===== config.mk =====
export PLATFORM = sky130hd
export DESIGN_NAME = dle_stx_packet_deframer_flat
export DESIGN_NICKNAME = d
export VERILOG_FILES = /design/src/hw/rtl/dlestx_pkg.sv /design/src/hw/rtl/dlestx_if.sv /design/src/hw/rtl/dlestx_in_stage.sv /design/src/hw/rtl/dlestx_checker.sv /design/src/hw/rtl/dle_stx_packet_deframer.sv /design/src/flat_wrapper.sv
export VERILOG_INCLUDE_DIRS = /design/src /design/src/hw/rtl
export SDC_FILE = /design/constraint.sdc
export NUM_CORES = 1
export LEC_CHECK = 0
export BUFFER_PORTS_ARGS = -buffer_cell sky130_fd_sc_hd__buf_2
export CORE_AREA = 2 2 91 93
export CTS_CLUSTER_SIZE = 12
export DETAILED_ROUTE_END_ITERATION = 8
export DIE_AREA = 0 0 93 95
export GPL_ROUTABILITY_DRIVEN = 0
export HOLD_SLACK_MARGIN = 0.05
export PLACE_DENSITY = 0.68
export SLEW_MARGIN = 20
export SYNTH_ARGS = -nofsm -noshare
export SYNTH_HDL_FRONTEND = slang
export SYNTH_SLANG_ARGS = --single-unit

===== constraint.sdc =====
create_clock -name clk -period 5.15 [get_ports clk]
set_input_delay 0 -clock clk [delete_from_list [all_inputs] [get_ports clk]]
set_output_delay 0 -clock clk [all_outputs]
set_load 0.01 [all_outputs]

===== src/hw/rtl/dle_stx_packet_deframer_assert.svh =====
// Assertion macros used by the deframer checker RTL.
`ifndef DLE_STX_PACKET_DEFRAMER_ASSERT_SVH
`define DLE_STX_PACKET_DEFRAMER_ASSERT_SVH

`ifndef ASSERT_OFF

// Same-cycle implication, held off during reset.
`define DLESTX_ASSERT_IMPLY(label, clk, rst, ante, cons) \
  label: assert property (@(posedge clk) disable iff (rst) (ante) |-> (cons)) \
    else $error("assertion failed");

// Next-cycle implication, held off during reset.
`define DLESTX_ASSERT_NEXT(label, clk, rst, ante, cons) \
  label: assert property (@(posedge clk) disable iff (rst) (ante) |=> (cons)) \
    else $error("assertion failed");

`else

`define DLESTX_ASSERT_IMPLY(label, clk, rst, ante, cons)
`define DLESTX_ASSERT_NEXT(label, clk, rst, ante, cons)

`endif

`endif


===== src/hw/rtl/dlestx_pkg.sv =====
// Types and constants of the DLE/STX packet deframer.
package dlestx_pkg;

  localparam int HEADER_BYTES  = 4;
  localparam int TRAILER_BYTES = 3;
  localparam logic [7:0] FRAME_OVERHEAD = 8'(HEADER_BYTES + TRAILER_BYTES);

  localparam logic [7:0] SYM_STX = 8'h02;
  localparam logic [7:0] SYM_ETX = 8'h03;
  localparam logic [7:0] SYM_DLE = 8'h10;
  localparam logic [7:0] ALT_COMMAND = 8'h01;
  localparam logic [7:0] RESET_MAX_PAYLOAD = 8'd15;
  localparam logic [7:0] LENGTH_CEILING = 8'd248;

  // Configuration register indexes
  typedef logic [0:0] cfg_index_t;
  localparam cfg_index_t CFG_MAX_PAYLOAD      = 1'b0;
  localparam cfg_index_t CFG_EXPECTED_COMMAND = 1'b1;

  typedef enum logic [2:0] {
    PH_HUNT = 3'd0,
    PH_STX  = 3'd1,
    PH_CMD  = 3'd2,
    PH_LEN  = 3'd3,
    PH_DATA = 3'd4,
    PH_SUM  = 3'd5,
    PH_DLE2 = 3'd6,
    PH_ETX  = 3'd7
  } phase_t;

  typedef enum logic [1:0] {
    ST_MORE  = 2'd0,
    ST_VALID = 2'd1,
    ST_BAD   = 2'd2
  } status_t;

  // Input register contents handed to the frame checker
  typedef struct packed {
    logic       valid;
    logic [7:0] data;
  } byte_stage_t;

endpackage


===== src/hw/rtl/dlestx_if.sv =====
// Channel interfaces: received bytes in, frame results out.
interface dlestx_in_if;
  logic       valid;
  logic       ready;
  logic [7:0] rx_byte;

  modport source (output valid, output rx_byte, input ready);
  modport sink (input valid, input rx_byte, output ready);
endinterface

interface dlestx_out_if;
  logic       valid;
  logic       ready;
  logic [1:0] frame_status;
  logic [7:0] payload_byte;
  logic       payload_strobe;
  logic [7:0] packet_length;

  modport source (output valid, output frame_status, output payload_byte,
                  output payload_strobe, output packet_length, input ready);
  modport sink (input valid, input frame_status, input payload_byte,
                input payload_strobe, input packet_length, output ready);
endinterface


===== src/hw/rtl/dlestx_in_stage.sv =====
// Input register: holds one received byte until the checker takes it.
module dlestx_in_stage (
  input  logic                     clk,
  input  logic                     rst,
  dlestx_in_if.sink                rx,
  input  logic                     take,
  output dlestx_pkg::byte_stage_t  stage
);
  import dlestx_pkg::*;

  // Ready whenever the register is empty or drains this cycle
  assign rx.ready = !stage.valid || take;

  // Occupancy flag with reset; data loads on every accepted transaction
  always_ff @(posedge clk) begin
    if (rst) begin
      stage.valid <= 1'b0;
    end else if (rx.valid && rx.ready) begin
      stage.valid <= 1'b1;
    end else if (take) begin
      stage.valid <= 1'b0;
    end
    if (rx.valid && rx.ready) begin
      stage.data <= rx.rx_byte;
    end
  end

endmodule


===== src/hw/rtl/dlestx_checker.sv =====
// Frame checker: per-byte phase update, config registers, result register.
`include "dle_stx_packet_deframer_assert.svh"

module dlestx_checker (
  input  logic                     clk,
  input  logic                     rst,
  input  logic                     cfg_we,
  input  dlestx_pkg::cfg_index_t   cfg_index,
  input  logic [7:0]               cfg_data,
  input  dlestx_pkg::byte_stage_t  stage,
  output logic                     take,
  dlestx_out_if.source             res
);
  import dlestx_pkg::*;

  logic [7:0] max_payload;
  logic [7:0] expected_command;

  phase_t     phase, phase_next;
  logic [7:0] declared_length, declared_length_next;
  logic [7:0] payload_count, payload_count_next;
  logic [7:0] running_xor, running_xor_next;

  status_t    cur_status;
  logic [7:0] cur_pbyte;
  logic       cur_strobe;
  logic [7:0] cur_plen;
  logic       fail;
  logic [7:0] limit;
  logic [7:0] count_inc;
  logic [7:0] b;

  // Configuration writes
  always_ff @(posedge clk) begin
    if (rst) begin
      max_payload      <= RESET_MAX_PAYLOAD;
      expected_command <= 8'd0;
    end else if (cfg_we) begin
      case (cfg_index)
        CFG_MAX_PAYLOAD:      max_payload <= cfg_data;
        CFG_EXPECTED_COMMAND: expected_command <= cfg_data;
        default: ;
      endcase
    end
  end

  // Move on when the result register is free or being read
  assign take = stage.valid && (!res.valid || res.ready);
  assign b    = stage.data;

  // Next phase and result for the byte in the input register
  always_comb begin
    phase_next           = phase;
    declared_length_next = declared_length;
    payload_count_next   = payload_count;
    running_xor_next     = running_xor;
    cur_status           = ST_MORE;
    cur_pbyte            = 8'd0;
    cur_strobe           = 1'b0;
    cur_plen             = 8'd0;
    fail                 = 1'b0;
    limit     = (max_payload > LENGTH_CEILING) ? LENGTH_CEILING : max_payload;
    count_inc = payload_count + 8'd1;
    case (phase)
      PH_HUNT: begin
        if (b == SYM_DLE) begin
          declared_length_next = 8'd0;
          payload_count_next   = 8'd0;
          running_xor_next     = 8'd0;
          phase_next           = PH_STX;
        end else begin
          fail = 1'b1;
        end
      end
      PH_STX: begin
        if (b == SYM_STX) phase_next = PH_CMD;
        else fail = 1'b1;
      end
      PH_CMD: begin
        if (b == expected_command ||
            (expected_command == 8'd0 && b == ALT_COMMAND)) begin
          phase_next = PH_LEN;
        end else begin
          fail = 1'b1;
        end
      end
      PH_LEN: begin
        if (b > limit) begin
          fail = 1'b1;
        end else begin
          declared_length_next = b;
          payload_count_next   = 8'd0;
          running_xor_next     = 8'd0;
          phase_next           = (b == 8'd0) ? PH_SUM : PH_DATA;
        end
      end
      PH_DATA: begin
        cur_pbyte          = b;
        cur_strobe         = 1'b1;
        running_xor_next   = running_xor ^ b;
        payload_count_next = count_inc;
        if (count_inc >= declared_length) phase_next = PH_SUM;
      end
      PH_SUM: begin
        if (b == running_xor) phase_next = PH_DLE2;
        else fail = 1'b1;
      end
      PH_DLE2: begin
        if (b == SYM_DLE) phase_next = PH_ETX;
        else fail = 1'b1;
      end
      PH_ETX: begin
        if (b == SYM_ETX) begin
          cur_status           = ST_VALID;
          cur_plen             = declared_length + FRAME_OVERHEAD;
          declared_length_next = 8'd0;
          payload_count_next   = 8'd0;
          running_xor_next     = 8'd0;
          phase_next           = PH_HUNT;
        end else begin
          fail = 1'b1;
        end
      end
      default: fail = 1'b1;
    endcase
    // Failure: report invalid, recheck the byte as a frame start
    if (fail) begin
      cur_status           = ST_BAD;
      declared_length_next = 8'd0;
      payload_count_next   = 8'd0;
      running_xor_next     = 8'd0;
      phase_next           = (b == SYM_DLE) ? PH_STX : PH_HUNT;
    end
  end

  // Frame state
  always_ff @(posedge clk) begin
    if (rst) begin
      phase           <= PH_HUNT;
      declared_length <= 8'd0;
      payload_count   <= 8'd0;
      running_xor     <= 8'd0;
    end else if (take) begin
      phase           <= phase_next;
      declared_length <= declared_length_next;
      payload_count   <= payload_count_next;
      running_xor     <= running_xor_next;
    end
  end

  // Result register
  always_ff @(posedge clk) begin
    if (rst) begin
      res.valid <= 1'b0;
    end else if (take) begin
      res.valid <= 1'b1;
    end else if (res.ready) begin
      res.valid <= 1'b0;
    end
  end

  always_ff @(posedge clk) begin
    if (take) begin
      res.frame_status   <= cur_status;
      res.payload_byte   <= cur_pbyte;
      res.payload_strobe <= cur_strobe;
      res.packet_length  <= cur_plen;
    end
  end

  // A length only comes with a valid packet
  `DLESTX_ASSERT_IMPLY(a_len_only_valid, clk, rst,
    res.valid && res.frame_status != ST_VALID, res.packet_length == 8'd0)
  // A payload strobe only follows a byte taken in the data phase
  `DLESTX_ASSERT_NEXT(a_strobe_from_data, clk, rst,
    take && phase != PH_DATA, !res.payload_strobe)
  // A completed frame returns the checker to hunting
  `DLESTX_ASSERT_NEXT(a_valid_back_to_hunt, clk, rst,
    take && phase == PH_ETX && b == SYM_ETX, phase == PH_HUNT)
  // A stalled result is not overwritten
  `DLESTX_ASSERT_IMPLY(a_no_overwrite, clk, rst,
    res.valid && !res.ready, !take)

endmodule


===== src/hw/rtl/dle_stx_packet_deframer.sv =====
// Top level of the DLE/STX packet deframer.
//
// Channel rx carries one received byte per transaction (rx_byte). Channel res
// returns exactly one result per byte: frame_status (0 need more, 1 packet
// valid, 2 invalid), payload_byte with payload_strobe for payload bytes, and
// packet_length (total frame bytes) on a valid packet.
// Configuration: cfg_we writes cfg_data into register cfg_index
// (0 max_payload, 1 expected_command). The user must write only while the
// block is idle; the block itself does not enforce this. An accepted byte
// is registered in the input register, checked there, and its result is
// registered in the result register. Throughput: one byte per cycle while
// res is not stalled; the input register and the result register keep both
// sides moving, and the frame state updates once per byte.
// Reset empties both registers and clears the frame state, returns to
// hunting for DLE, and loads max_payload 15 and expected_command 0.
// When res is stalled the result holds, the input register fills, and rx
// ready drops until the result is taken; no byte is lost.
module dle_stx_packet_deframer (
  input  logic                    clk,
  input  logic                    rst,
  input  logic                    cfg_we,
  input  dlestx_pkg::cfg_index_t  cfg_index,
  input  logic [7:0]              cfg_data,
  dlestx_in_if.sink               rx,
  dlestx_out_if.source            res
);
  import dlestx_pkg::*;

  byte_stage_t stage;
  logic        take;

  dlestx_in_stage u_in_stage (
    .clk   (clk),
    .rst   (rst),
    .rx    (rx),
    .take  (take),
    .stage (stage)
  );

  dlestx_checker u_checker (
    .clk       (clk),
    .rst       (rst),
    .cfg_we    (cfg_we),
    .cfg_index (cfg_index),
    .cfg_data  (cfg_data),
    .stage     (stage),
    .take      (take),
    .res       (res)
  );

endmodule

===== src/flat_wrapper.sv =====
// flat-port wrapper written by rule: the top's interface ports become plain ports
module dle_stx_packet_deframer_flat import dlestx_pkg::*;
  (clk, rst, cfg_we, cfg_index, cfg_data, rx_valid, rx_rx_byte, rx_ready, res_valid, res_frame_status, res_payload_byte, res_payload_strobe, res_packet_length, res_ready);
  dlestx_in_if rx_i ();
  dlestx_out_if res_i ();
  input  logic clk;
  input  logic rst;
  input  logic cfg_we;
  input  dlestx_pkg::cfg_index_t cfg_index;
  input  logic [7:0] cfg_data;
  input wire logic [$bits(rx_i.valid)-1:0] rx_valid;
  input wire logic [$bits(rx_i.rx_byte)-1:0] rx_rx_byte;
  output wire logic [$bits(rx_i.ready)-1:0] rx_ready;
  output wire logic [$bits(res_i.valid)-1:0] res_valid;
  output wire logic [$bits(res_i.frame_status)-1:0] res_frame_status;
  output wire logic [$bits(res_i.payload_byte)-1:0] res_payload_byte;
  output wire logic [$bits(res_i.payload_strobe)-1:0] res_payload_strobe;
  output wire logic [$bits(res_i.packet_length)-1:0] res_packet_length;
  input wire logic [$bits(res_i.ready)-1:0] res_ready;
  assign rx_i.valid = rx_valid;
  assign rx_i.rx_byte = rx_rx_byte;
  assign rx_ready = rx_i.ready;
  assign res_valid = res_i.valid;
  assign res_frame_status = res_i.frame_status;
  assign res_payload_byte = res_i.payload_byte;
  assign res_payload_strobe = res_i.payload_strobe;
  assign res_packet_length = res_i.packet_length;
  assign res_i.ready = res_ready;
  dle_stx_packet_deframer u_core (.clk(clk), .rst(rst), .cfg_we(cfg_we), .cfg_index(cfg_index), .cfg_data(cfg_data), .rx(rx_i), .res(res_i));
endmodule

# Word level (Yosys, flattened, before mapping)
# Cells that the tools add are included.
[classes]
reduce_logical = 23
n_eq_ne = 21
n_addsub = 2
bitwise = 3
muxes = 36
magnitude_cmp = 3
[op_table]
columns = ["operator", "n"]
rows = [
  ["2-to-1 mux 8 bit", 8],
  ["case mux 8 bit (4 select lines)", 2],
  ["2-to-1 mux 3 bit", 9],
  ["!= test 3 bit, second input constant", 8],
  ["case mux 3 bit (8 select lines)", 1],
  ["case mux 8 bit (3 select lines)", 1],
  ["equality test 8 x 2 -> 1 bit, second input constant", 2],
  ["equality test 8 bit", 2],
  ["logical NOT 8 bit", 2],
  ["2-to-1 mux 1 bit", 14],
  ["equality test 3 bit, second input constant", 4],
  ["AND reduction 5 bit", 2],
  ["AND reduction 9 bit", 1],
  ["adder 8 x 1 -> 8 bit, second input constant", 1],
  ["adder 8 x 3 -> 8 bit, second input constant", 1],
  ["equality test 8 x 1 -> 1 bit, second input constant", 1],
  ["equality test 8 x 5 -> 1 bit, second input constant", 1],
  [">= comparator 8 bit", 1],
  ["> comparator 8 bit", 1],
  ["> comparator 8 bit, second input constant", 1],
  ["XOR 8 bit", 1],
  ["equality test 3 x 2 -> 1 bit, second input constant", 2],
  ["case mux 1 bit (6 select lines)", 1],
  ["AND reduction 2 bit", 3],
  ["other kinds (10)", 18],
]
[totals]
inputBits = 22
ff_bits = 72
output_inout_bits = 21
word_cells = 102

# Longest topological paths before layout
[depth]
word_depth = 7
ltp_mapped = 12
ltp_nobuf = 12

# Hierarchy
# From an unflattened synthesis, not the netlist that was laid out.
[unflattened]
hier_cells = 423
area_unflattened_um2 = 3852.4
[modules_own_cells]
columns = ["module", "cells_per_inst", "instances", "seq_area_each_um2", "area_each_um2"]
rows = [
  ["dlestx_checker", 410, 1, 1451.4, 3557.2],
  ["dlestx_in_stage", 13, 1, 260.2, 295.3],
]

# Least setup slack after synthesis
# OpenSTA, ideal clock, no wires.
[synth_path]
path_type = "register -> register"
from = "register u_core.u_checker.max_payload[7]"
to = "register u_core.u_checker.declared_length[1]"
synth_period_minus_slack_ns = 2.366
required_ns = 5.080
n_path_buf = 0
arrival_time_ns = 2.296
setup_ns = 0.070
path_slack_ns = 2.784
stages_incl_launch_ff = 13
cell_sequence = "dfxtp_1 inv_1 nor3_1 nand3_1 nand2_1 ha_1 nor2b_1 o211ai_1 a21oi_1 o41ai_4 nor4b_4 nand2_1 o21ai_1"
[synth_between]
elab_chain_cells = 7
word_cells_on_any_way = 11
classes_between = "order compare: 2; eq/ne: 3; mux: 4; reduce/logical: 2"
[synth_rtl]
columns = ["element", "line_no", "rtl"]
rows = [
  ["from (decl)", "dlestx_checker.sv:16", "logic [7:0] max_payload;"],
  ["from (signal assigned)", "dlestx_checker.sv:40", "CFG_MAX_PAYLOAD: max_payload <= cfg_data;"],
  ["> comparator 8 bit", "dlestx_checker.sv:62", "limit = (max_payload > LENGTH_CEILING) ? LENGTH_CEILING : max_payload;"],
  ["2-to-1 mux 8 bit *", "dlestx_checker.sv:62", ""],
  ["> comparator 8 bit *", "dlestx_checker.sv:88", "if (b > limit) begin"],
  ["2-to-1 mux 1 bit", "dlestx_checker.sv:88", ""],
  ["case mux 1 bit (6 select lines)", "dlestx_checker.sv:64", "case (phase)"],
  ["!= test 3 bit (no source line) / nonzero test 4 bit (equally long branches)", "n/a", ""],
  ["AND reduction 5 bit (no source line)", "n/a", ""],
  ["to (signal assigned)", "dlestx_checker.sv:145", "declared_length <= declared_length_next;"],
  ["to (decl)", "dlestx_checker.sv:20", "logic [7:0] declared_length, declared_length_next;"],
]
# Mark *: on every way between the ends. The rest lies on a longest branch, timed or not.
# A chain may end at the register's enable or synchronous reset.

# Worst setup path after layout
[layout_path]
from = "register u_core.u_in_stage.stage[4] (netlist name)"
to = "register u_core.u_checker.declared_length[0]"
[layout_between]
elab_chain_cells = 7
word_cells_on_any_way = 22
classes_between = "order compare: 1; eq/ne: 9; mux: 8; reduce/logical: 4"
[layout_rtl]
columns = ["element"]
rows = [
  ["branches (longest 7 deep; another with > comparator 8 bit)"],
]
# Several ways; the timed one is not identified.

==> run summary <==
Status - complete, no violations
Layout Nets - 517
Die height - 95 um
Total track usage - 0.202
Drt pass-1 iters - 5
Clock skew - 0.0142 ns
Vias/cell - 5.36
Top Ports - 43
Post-Syn Instances - 422
Syn Nets - 462
Post-CTS Setup Inserts - 0
Async SR Flop Fraction - 0
CP endpoint kind - flip-flop
DRT Wirelength - 8270 um
Post-Route Setup TNS - 0 ns
Die ar. - 8840 um^2
Critical path arrival - 3.20 ns
Tightest Pin Transition - 0.951 ns
Delay-heaviest family, CP - simple AND/OR/NAND/NOR gates
PwrDens - 255 nW/um^2
Cts hold-fix bufs - 22
CTS resizes - 0
Dpl hpwl - 5660 um
Bufs and invs on worst path - 0
Root buffer cell - clkbuf_8
GRT Max-Usage Layer - met2
MaxCap Viol Count - 0
Row cnt - 33
Crit path from - u_core.u_in_stage.stage[4]
Initial core utilization - 0.480
Total gr overflow - 0
Final setup fails - 0
Post-synthesis sequential area ratio - 0.450
Data required, critical path - 5.38 ns
Number of synthesized flops with an enable pin - 27
Worst slew margin - 0.366
Sink Count - 72
Top-count cell post-synth - nor2_1
Distinct cell type count after synthesis - 51
Worst Hold Class - input port to flip-flop
CTS tree - done
M3 GR Usage - 0.0423
Crit Reg-Reg Endpoint - u_core.u_checker.declared_length[0]
Drt wl/cell - 14.1 um
RSZ-0062 raised after global routing - false
Layout cells sized above 1 - 0.147
Post-synth top area share - 0.237
Crit share post-route - 0.577
FF-to-FF setup slack - 2.18 ns
Initial antenna violation count - 0
Worst IR Drop VDD - 150 uV
Register area - 1710 um^2
Reg clk slew, reported paths - 0.08 ns
CP Capture Point - u_core.u_checker.declared_length[0]
Slew Limit Fails - 0
Critical Path Fanout Max - 25
Vias in the first global route - 2904
Htree depth - 3
Die Wd - 93 um
Layout fillers - 723
Crit Path Category - flip-flop to flip-flop
M2 GR Usage - 0.317
Worst r2r path cells - 6
Area grow syn2layout - 17.4%
Routing usage on met1 - 0.275
Synthesis-stage register bit count - 72
Area of the multi-input gates - 1940 um^2
Syn_area_per_cell - 9.02 um^2
Starting DRT DRC Count - 210
Number of stages on the worst setup path - 6
CP startpoint kind - flip-flop
Min cycle time layout - 2.97 ns
Critical R2R Launch - u_core.u_in_stage.stage[4]
Power Total - 1.14 mW
Total core area - 7930 um^2
Post-DRT Antenna Nets - 0
CP peak stage delay - 0.76 ns
Max Freq - 336 MHz
Warnings from Yosys - 0
Num CTS Buffers - 9
Clk_lat worst skew - 0.35 ns
Top cells by count, synth - nor2_1 (52), dfxtp_1 (45), nand2_1 (37), a21oi_1 (35), edfxtp_1 (27)
Synth Cell Area - 3800 um^2
Worst-path cell chain - or4b_4 > nor3_4 > o211ai_4 > o21ai_2 > nand2b_1 > o21ai_1
Synth top area cells - dfxtp_1 (24%), edfxtp_1 (21%), ha_1 (5.9%), nor2_1 (5.1%), xnor2_1 (4.8%)
Via total after detailed routing - 3148
P_leak - 1.66 nW
Number of inserted diodes - 0
Final Hold Viols - 0
Number of I/O port buffers - 42
First-pass GRT wire length - 13900 um
Drc violations - 0
CP max-delay cell - o21ai_2
Clk buf depth - 2
Largest net degree at the start of global routing - 47
Post-synth top area cell - dfxtp_1
Top_reg_cell synth - dfxtp_1
-- cell type report --
type                            instances  area share
Sequential cell                        72       0.383
Inverter                               17      0.0143
Clock buffer                           11      0.0342
Multi-Input combinational cell        312       0.434
Tap cell                              105      0.0294
Clock inverter                          5     0.00700
Timing Repair Buffer                   65      0.0981
-- power breakdown --
group / switching (mW) / internal, mW
Combinational: 0.0560 / 0.0468
Sequential: 0.0177 / 0.607
Clock: 0.210 / 0.202
Total: 0.284 / 0.856
-- per-layer routing --
metal / share of wire / wire length (um) / vias up
met3: 0.061 / 504 / 11
met2: 0.46 / 3820 / 100
met1: 0.46 / 3800 / 1462
met4: 0.017 / 139 / 0
li1: - / - / 1575
met5: 0 / 0 / -
-- how the worst min path moves through the flow --
stage / startpoint / endpoint / slack (ns) / depth (start not counted)
finish: rst / u_core.u_checker.payload_count[1] / 0.23 / 2
global route: rst / u_core.u_checker.payload_count[0] / 0.28 / 2
floorplan: rx_rx_byte[0] / u_core.u_in_stage.stage[0] / 0.1 / 0
global placement: rx_rx_byte[5] / u_core.u_in_stage.stage[5] / 0.18 / 1
CTS: rst / u_core.u_checker.payload_count[1] / 0.25 / 2
detailed placement: rx_rx_byte[2] / u_core.u_in_stage.stage[2] / 0.18 / 1
-- placed cells by master, fill, tap and decap left out, types with 2 or more instances in the layout --
| cell type | netlist | routed |
|---|---|---|
| dfxtp_1 | 45 | 45 |
| xnor2_1 | 21 | 21 |
| a211o_1 | 4 | 4 |
| nor2b_1 | 12 | 12 |
| a21oi_1 | 35 | 35 |
| nor3_1 | 10 | 10 |
| o21ai_0 | 22 | 22 |
| xor2_1 | 3 | 3 |
| dlygate4sd3_1 | 0 | 22 |
| o21ai_1 | 10 | 10 |
| or3_1 | 2 | 2 |
| clkbuf_8 | 0 | 9 |
| edfxtp_1 | 27 | 27 |
| buf_2 | 2 | 42 |
| nand3b_1 | 2 | 2 |
| inv_1 | 16 | 16 |
| ha_1 | 18 | 18 |
| nand3_1 | 18 | 18 |
| nand4_1 | 7 | 7 |
| a22oi_1 | 7 | 7 |
| nor3b_1 | 4 | 4 |
| nand2_1 | 37 | 37 |
| nor2_1 | 52 | 52 |
| and2_1 | 10 | 10 |
| clkinv_2 | 0 | 3 |
| nand2b_1 | 15 | 15 |
-- through the flow --
stage                     hold WS, ns  cell area [um^2]  cells   util  setup WS [ns]
after CTS                       0.245              4470    587  0.563           2.19
after global placement          0.179              4060    549  0.512           2.30
after global routing            0.280              4470    587  0.563           1.95
after detailed placement        0.178              4060    549  0.512           2.20
final                           0.231              4470    587  0.563           2.18
after floorplan                0.0989              3800    422      -           2.78
-- state kept, by name (all words and copies together) (netlist names) --
name and flops:
u_core.u_checker.declared_length 8, u_core.u_checker.expected_command 8, u_core.u_checker.max_payload 8, u_core.u_checker.payload_count 8, u_core.u_checker.phase 3, u_core.u_checker.res.frame_status 2
u_core.u_checker.res.packet_length 8, u_core.u_checker.res.payload_byte 8, u_core.u_checker.res.payload_strobe 1, u_core.u_checker.res.valid 1, u_core.u_checker.running_xor 8, u_core.u_in_stage.stage 9
-- kinds of logic (layout without fill, tap and decap cells) --
group,after synthesis,count (layout),synth area share
xor gates and xnor gates,24,24,0.0552
AOI/OAI and AO/OA,90,90,0.149
buffers and inverters,38,98,0.0411
adders and majority gates,18,18,0.0592
muxes,1,1,0.00296
and+or+nand+nor,179,179,0.242
DFF,72,72,0.450
Note: power is estimated with default switching activity, not from simulation.
